===== src/sv/igfc_pkg.sv =====
// Shared types and constants of the idle-gap frame collector.
package igfc_pkg;

	// Default and largest supported frame store size
	localparam int FRAME_BYTES_DEF = 32;
	localparam int LEN_MAX_W = 7;   // holds a length of up to 64
	localparam int ADDR_MAX_W = 6;  // addresses up to 63

	localparam int LIMIT_W = 16;
	localparam logic [LIMIT_W-1:0] LIMIT_RESET = 16'd2;
	localparam logic [LIMIT_W-1:0] IDLE_MAX = 16'hFFFF;

	// Input function codes
	localparam logic FUNC_BYTE = 1'b0;
	localparam logic FUNC_TICK = 1'b1;

	// Input request payload
	typedef struct packed {
		logic       func;
		logic [7:0] rx_byte;
	} igfc_in_t;

	// Result payload
	typedef struct packed {
		logic [7:0] frame_byte;
		logic       last;
		logic       dropped;
	} igfc_out_t;

	// Closed-frame descriptor handed from front to back
	typedef struct packed {
		logic                 dropped;
		logic [LEN_MAX_W-1:0] length;
	} igfc_close_t;

	// Store write from the front
	typedef struct packed {
		logic                  en;
		logic                  bank;
		logic [ADDR_MAX_W-1:0] addr;
		logic [7:0]            data;
	} igfc_wr_t;

endpackage


===== src/sv/igfc_front.sv =====
// Front end: takes requests, tracks the open frame and idle time, closes frames.
module igfc_front import igfc_pkg::*; #(
	parameter int FRAME_BYTES = FRAME_BYTES_DEF
) (
	input  logic                clk,
	input  logic                arst_n,
	input  logic                in_valid,
	output logic                in_ready,
	input  igfc_in_t            in_data,
	input  logic                cfg_valid,
	output logic                cfg_ready,
	input  logic [LIMIT_W-1:0]  cfg_data,
	input  logic                q_full,
	output logic                q_push,
	output igfc_close_t         q_entry,
	output igfc_wr_t            wr
);

	localparam int LW = $clog2(FRAME_BYTES + 1);
	localparam int AW = (FRAME_BYTES > 1) ? $clog2(FRAME_BYTES) : 1;

	logic [LW-1:0]      len_q;
	logic               open_q;
	logic               ovf_q;
	logic [LIMIT_W-1:0] idle_q;
	logic [LIMIT_W-1:0] limit_q;
	logic               bank_q;

	logic               accept;
	logic               is_byte;
	logic               has_room;
	logic               store;
	logic               close;
	logic [LIMIT_W-1:0] idle_inc;

	// Handshake and classification
	assign in_ready  = !q_full;
	assign cfg_ready = 1'b1;
	assign accept    = in_valid && !q_full;
	assign is_byte   = (in_data.func == FUNC_BYTE);
	assign has_room  = (len_q < LW'(FRAME_BYTES));
	assign store     = accept && is_byte && !ovf_q && has_room;

	// Saturating idle count and close decision
	assign idle_inc = (idle_q == IDLE_MAX) ? idle_q : idle_q + 16'd1;
	assign close    = accept && !is_byte && open_q && (idle_inc >= limit_q);

	// Store write and closed-frame descriptor
	assign wr.en       = store;
	assign wr.bank     = bank_q;
	assign wr.addr     = ADDR_MAX_W'(len_q[AW-1:0]);
	assign wr.data     = in_data.rx_byte;
	assign q_push      = close;
	assign q_entry.dropped = ovf_q;
	assign q_entry.length  = LEN_MAX_W'(len_q);

	// Frame state
	always_ff @(posedge clk or negedge arst_n) begin
		if (!arst_n) begin
			len_q   <= '0;
			open_q  <= 1'b0;
			ovf_q   <= 1'b0;
			idle_q  <= '0;
			limit_q <= LIMIT_RESET;
			bank_q  <= 1'b0;
		end else begin
			if (cfg_valid) begin
				limit_q <= cfg_data;
			end
			if (accept && is_byte) begin
				open_q <= 1'b1;
				idle_q <= '0;
				if (store) begin
					len_q <= len_q + LW'(1);
				end else if (!ovf_q) begin
					ovf_q <= 1'b1;
				end
			end else if (close) begin
				len_q  <= '0;
				open_q <= 1'b0;
				ovf_q  <= 1'b0;
				idle_q <= '0;
				bank_q <= ~bank_q;
			end else if (accept && open_q) begin
				idle_q <= idle_inc;
			end
		end
	end

endmodule


===== src/sv/igfc_queue.sv =====
// Two-entry queue of closed-frame descriptors between front and back.
module igfc_queue import igfc_pkg::*; (
	input  logic        clk,
	input  logic        arst_n,
	input  logic        push,
	input  igfc_close_t push_entry,
	input  logic        pop,
	output igfc_close_t head,
	output logic        full,
	output logic        empty
);

	igfc_close_t ent_q [2];
	logic        wptr_q;
	logic        rptr_q;
	logic [1:0]  cnt_q;

	assign full  = (cnt_q == 2'd2);
	assign empty = (cnt_q == 2'd0);
	assign head  = ent_q[rptr_q];

	// Entry storage
	always_ff @(posedge clk) begin
		if (push) begin
			ent_q[wptr_q] <= push_entry;
		end
	end

	// Pointers and fill count
	always_ff @(posedge clk or negedge arst_n) begin
		if (!arst_n) begin
			wptr_q <= 1'b0;
			rptr_q <= 1'b0;
			cnt_q  <= '0;
		end else begin
			if (push) begin
				wptr_q <= ~wptr_q;
			end
			if (pop) begin
				rptr_q <= ~rptr_q;
			end
			case ({push, pop})
				2'b10:   cnt_q <= cnt_q + 2'd1;
				2'b01:   cnt_q <= cnt_q - 2'd1;
				default: cnt_q <= cnt_q;
			endcase
		end
	end

endmodule


===== src/sv/igfc_back.sv =====
// Back end: two-bank store, flushes closed frames, one result per unstalled cycle.
module igfc_back import igfc_pkg::*; #(
	parameter int FRAME_BYTES = FRAME_BYTES_DEF
) (
	input  logic        clk,
	input  logic        arst_n,
	input  igfc_wr_t    wr,
	input  logic        q_empty,
	input  igfc_close_t q_head,
	output logic        q_pop,
	output logic        out_valid,
	input  logic        out_ready,
	output igfc_out_t   out_data
);

	localparam int LW = $clog2(FRAME_BYTES + 1);
	localparam int AW = (FRAME_BYTES > 1) ? $clog2(FRAME_BYTES) : 1;
	localparam int MEM_DEPTH = 2 * (1 << AW);

	logic [7:0]    mem_q [MEM_DEPTH];
	logic [7:0]    rdata_q;
	logic          last_q;
	logic          drop_q;
	logic          out_valid_q;
	logic [LW-1:0] idx_q;
	logic          bank_q;

	logic          advance;
	logic          issue;
	logic          is_last;
	logic [LW-1:0] head_len;

	// Issue one result whenever a frame is queued and the output register frees up
	assign advance  = !out_valid_q || out_ready;
	assign issue    = !q_empty && advance;
	assign head_len = q_head.length[LW-1:0];
	assign is_last  = q_head.dropped || ((idx_q + LW'(1)) == head_len);
	assign q_pop    = issue && is_last;

	// Frame store: front writes one bank while the other drains
	always_ff @(posedge clk) begin
		if (wr.en) begin
			mem_q[{wr.bank, wr.addr[AW-1:0]}] <= wr.data;
		end
		if (issue && !q_head.dropped) begin
			rdata_q <= mem_q[{bank_q, idx_q[AW-1:0]}];
		end
		if (issue) begin
			last_q <= is_last;
			drop_q <= q_head.dropped;
		end
	end

	// Flush position and output valid
	always_ff @(posedge clk or negedge arst_n) begin
		if (!arst_n) begin
			out_valid_q <= 1'b0;
			idx_q       <= '0;
			bank_q      <= 1'b0;
		end else begin
			if (issue) begin
				out_valid_q <= 1'b1;
				if (is_last) begin
					idx_q  <= '0;
					bank_q <= ~bank_q;
				end else begin
					idx_q <= idx_q + LW'(1);
				end
			end else if (out_ready) begin
				out_valid_q <= 1'b0;
			end
		end
	end

	assign out_valid           = out_valid_q;
	assign out_data.frame_byte = drop_q ? 8'd0 : rdata_q;
	assign out_data.last       = last_q;
	assign out_data.dropped    = drop_q;

endmodule


===== src/sv/idle_gap_frame_collector.sv =====
// Top level of the idle-gap frame collector: front, descriptor queue and back.
//
//  channel | signals                       | payload
//  --------+-------------------------------+------------------------------------
//  in      | in_valid / in_ready           | in_data: func, rx_byte
//  out     | out_valid / out_ready         | out_data: frame_byte, last, dropped
//  cfg     | cfg_valid / cfg_ready         | cfg_data: idle_limit (16 bits)
//
// A byte or tick request is taken when in_ready is high; cfg_ready is always high.
// A closed frame drains from the store memory port at one result per cycle unless
// out_ready stalls; its first result comes via the queue and the output register.
// Requests stall only while two closed frames (both store banks) await draining.
// Reset clears frame state and sets idle_limit to 2; the store needs no clearing.
module idle_gap_frame_collector import igfc_pkg::*; #(
	parameter int FRAME_BYTES = FRAME_BYTES_DEF
) (
	input  logic               clk,
	input  logic               arst_n,
	input  logic               in_valid,
	output logic               in_ready,
	input  igfc_in_t           in_data,
	output logic               out_valid,
	input  logic               out_ready,
	output igfc_out_t          out_data,
	input  logic               cfg_valid,
	output logic               cfg_ready,
	input  logic [LIMIT_W-1:0] cfg_data
);

	igfc_close_t push_entry;
	igfc_close_t head;
	igfc_wr_t    wr;
	logic        push;
	logic        pop;
	logic        full;
	logic        empty;

	igfc_front #(.FRAME_BYTES(FRAME_BYTES)) u_front (
		.clk      (clk),
		.arst_n   (arst_n),
		.in_valid (in_valid),
		.in_ready (in_ready),
		.in_data  (in_data),
		.cfg_valid(cfg_valid),
		.cfg_ready(cfg_ready),
		.cfg_data (cfg_data),
		.q_full   (full),
		.q_push   (push),
		.q_entry  (push_entry),
		.wr       (wr)
	);

	igfc_queue u_queue (
		.clk       (clk),
		.arst_n    (arst_n),
		.push      (push),
		.push_entry(push_entry),
		.pop       (pop),
		.head      (head),
		.full      (full),
		.empty     (empty)
	);

	igfc_back #(.FRAME_BYTES(FRAME_BYTES)) u_back (
		.clk      (clk),
		.arst_n   (arst_n),
		.wr       (wr),
		.q_empty  (empty),
		.q_head   (head),
		.q_pop    (pop),
		.out_valid(out_valid),
		.out_ready(out_ready),
		.out_data (out_data)
	);

endmodule


===== config.mk =====
export PLATFORM = sky130hd
export DESIGN_NAME = idle_gap_frame_collector
export DESIGN_NICKNAME = d
export VERILOG_FILES = /design/src/sv/igfc_pkg.sv /design/src/sv/igfc_front.sv /design/src/sv/igfc_queue.sv /design/src/sv/igfc_back.sv /design/src/sv/idle_gap_frame_collector.sv
export SDC_FILE = /design/constraint.sdc
export NUM_CORES = 1
export LEC_CHECK = 0
export BUFFER_PORTS_ARGS = -buffer_cell sky130_fd_sc_hd__clkbuf_2
export CORE_MARGIN = 1
export CORE_UTILIZATION = 30
export DETAILED_ROUTE_END_ITERATION = 16
export HOLD_SLACK_MARGIN = 0.06
export PLACE_DENSITY_LB_ADDON = 0.15
export SETUP_SLACK_MARGIN = 0.3
export SLEW_MARGIN = 20
export SYNTH_ARGS = -nofsm -noshare
export SYNTH_HDL_FRONTEND = slang
export SYNTH_SLANG_ARGS = --single-unit

===== constraint.sdc =====
create_clock -name clk -period 7.7 [get_ports clk]
set_clock_uncertainty 0.2 [all_clocks]
set_input_delay 1.54 -clock clk [delete_from_list [all_inputs] [get_ports clk]]
set_output_delay 1.54 -clock clk [all_outputs]
set_load 0.02 [all_outputs]

==> out/qor.yml <==
drive_above_1_share_pct: 22.6
dieArea_um2: 81800
cts-resized-gates: 0
post-route-min-period_ps: 5070
wl_per_cell_um: 24.2
rsz0062_at_grt: "no"
syn-mean-instance-area_um2: 19.7
finalWorstSetupSlack_ps: 2630
die_h_um: 286
antenna_found_initial: 0
cp_max_fo: 28
synthesis.nets: 1280
slowest_stage: "nor3_2"
p_leak_nw: 8.79
grt_pass1_wl_um: 85800
maxSlewViolCount: 0
grt_pass1_vias: 12166
hold_slack_ps: 316
hold_class: "flop to flop"
syn_area_um2: 24200
critPathMostFrequentCell: "a21o_1"
viasPerCell: 4.87
die_x_um: 286
postRouteAntennaNets: 0
post_cts_buffers: 0
hold_violations: 0
grt_max_degree: 65
place_congestion: 0.734
fin_crit_sh_pct: 65.8
drc: 0
insertedDiodeCount: 0
setup_violations: 0
root_buffer: "clkbuf_16"
cts_tree: "done"
ctsHtreeMaxLevel: 3
holdBufCountCts: 0
critPathCaptureType: "flop"
stdcell_area_um2: 27600
critPathKind: "flop to flop"
dpl.hpwl_um: 34500
gr-usage-all-layers_pct: 14.4
worstSkewPairLatency_ps: 610
yosys_warnings: 0
initial_core_util_pct: 30.5
num_vias: 11662
area_growth_syn_to_layout_pct: 13.9
fmax_mhz: 197
max_slew_margin_pct: 28.3
crit_chain: "and4_1, nand4_2, nor3_2, nor3_1, xor2_1, ha_1, a21o_1, a21o_1, a21oi_1, or2_2, a31oi_2, clkinv_1, nor2_1"
clkTransAtPathRegs_ps: 60
slowest_delay_ps: 540
powerDensity_nw_per_um2: 311
ys_seq_area_share_pct: 72.0
tns_ps: 0
critPathLaunchType: "flop"
cts_buffers: 68
postSynth.asyncResetShare_pct: 9.00
synth_seq_cells: 589
worst_pin_slew_ps: 1080
crit_required_ps: 7710
first_pass_iters: 5
num_io_pins: 43
power.total_mw: 8.58
num-nets-final: 1342
portBuffers: 41
synth_edf_count: 536
utilization_pct: 34.7
place_area_um2: 25300
place_ws_ps: 2700
synth_cells: 1230
peakVddDrop_mv: 0.150
placementRows: 103
instances_no_fill: 2396
drt_iter0_markers: 925
synthFlopType: "edfxtp_1"
overflow: 0
wirelength_um: 57900
dp_cells: 2271
clock_sinks: 589
synth_cell_type_count: 64
maxCapViolCount: 0
coreArea_um2: 79400
status: "finished clean"
clk_path_buf_depth: 3
critPathArrivalTime_ps: 5080
[critical path, delay by kind of cell (launching register included)]
kind,cells,cell delay [ps]
adder cells (fa/ha/maj),1,320
AO/OA/AOI/OAI,4,730
buffers and inverters,1,370
AND/OR/NAND/NOR,6,2400
XOR/XNOR,1,190
flip-flops,1,480
[sequential cells by signal (all words and copies together), names as in the netlist]
signal / count
u_back.mem_q: 512
u_front.idle_q: 16
u_front.limit_q: 16
u_queue.ent_q: 14
u_back.rdata_q: 8
u_back.idx_q: 6
u_front.len_q: 6
u_queue.cnt_q: 2
u_back.bank_q: 1
u_back.drop_q: 1
u_back.last_q: 1
u_back.out_valid: 1
u_front.bank_q: 1
u_front.open_q: 1
u_front.ovf_q: 1
u_queue.rptr_q: 1
u_queue.wptr_q: 1
[path summary, 6_finish.rpt]
path / cells past startpoint / slack, ps / endpoint / start
min in group asynchronous: 2 / 880 / u_front.limit_q[15]$_DFFE_PN0P_ / arst_n
max: 13 / 2630 / u_queue.ent_q[1][6]$_DFFE_PP_ / u_front.idle_q[4]$_DFFE_PN0P_
max reg2reg: 13 / 2630 / u_queue.ent_q[1][6]$_DFFE_PP_ / u_front.idle_q[4]$_DFFE_PN0P_
max in group asynchronous: 2 / 5830 / u_back.idx_q[1]$_DFFE_PN0P_ / arst_n
min: 1 / 320 / u_queue.cnt_q[1]$_DFFE_PN0P_ / u_queue.cnt_q[1]$_DFFE_PN0P_
min reg2reg: 1 / 320 / u_queue.cnt_q[1]$_DFFE_PN0P_ / u_queue.cnt_q[1]$_DFFE_PN0P_
[kinds of logic (layout without fill, tap and decap cells)]
logic type               count (synthesis)  in the layout  share of synthesized area [%]
AO/OA/AOI/OAI                          103            103                           2.81
adder cells (fa/ha/maj)                 20             20                           1.03
multiplexers                           180            180                           16.3
other                                    1              1                         0.0155
flip-flops                             589            589                           72.0
buffers and inverters                   92            208                           2.59
AND/OR/NAND/NOR                        222            222                           4.46
XOR/XNOR                                23             23                          0.832
[cells in the final DEF, fill, tap and decap left out, types with 20 or more instances in the layout]
cell type,Yosys,final
nor2_1,85,85
ha_1,20,20
clkbuf_16,0,69
mux4_1,35,35
dfrtp_1,52,49
mux4_2,125,125
nand2_1,42,42
nand3_1,24,24
a31oi_1,20,20
inv_1,23,23
edfxtp_1,536,536
clkbuf_2,0,41
o21ai_0,21,21
[metal layers]
layer	global-route usage, %	wire length, µm	vias up
li1	-	-	5166
met1	20.3	27200	6194
met2	22.7	27400	223
met3	2.41	2030	79
met4	4.36	1330	0
met5	0	0	-
[layout make-up]
type                    instances  area, µm²
fillers                      7503      51800
repair buffers                 60        354
clock inverters                38        417
flip-flops and latches        589      17400
clock buffers                  86       1800
multi-input cells             549       6150
inverters                      24       90.1
well taps                    1050       1310
[power by group]
part           internal, mW  switching, mW  leakage, nW
Clock                  1.88           1.32         1.07
Sequential             3.59          0.201         5.51
Combinational         0.761          0.824         2.21
Total                  6.24           2.35         8.79
[synthesized netlist by cell type (11+ instances only)]
library cell | count | area (µm²)
inv_1 | 23 | 86.3
nor2b_1 | 17 | 106
mux4_2 | 125 | 2820
mux4_1 | 35 | 920
nand3_1 | 24 | 120
ha_1 | 20 | 250
edfxtp_1 | 536 | 16100
mux2i_1 | 16 | 160
a21oi_1 | 18 | 90.1
nor2_1 | 85 | 319
o21ai_0 | 21 | 105
dfrtp_1 | 52 | 1300
a31oi_1 | 20 | 125
buf_4 | 11 | 82.6
nand2_1 | 42 | 158
clkbuf_1 | 20 | 75.1
xnor2_1 | 16 | 140
Power figures use the tool's default switching activity.
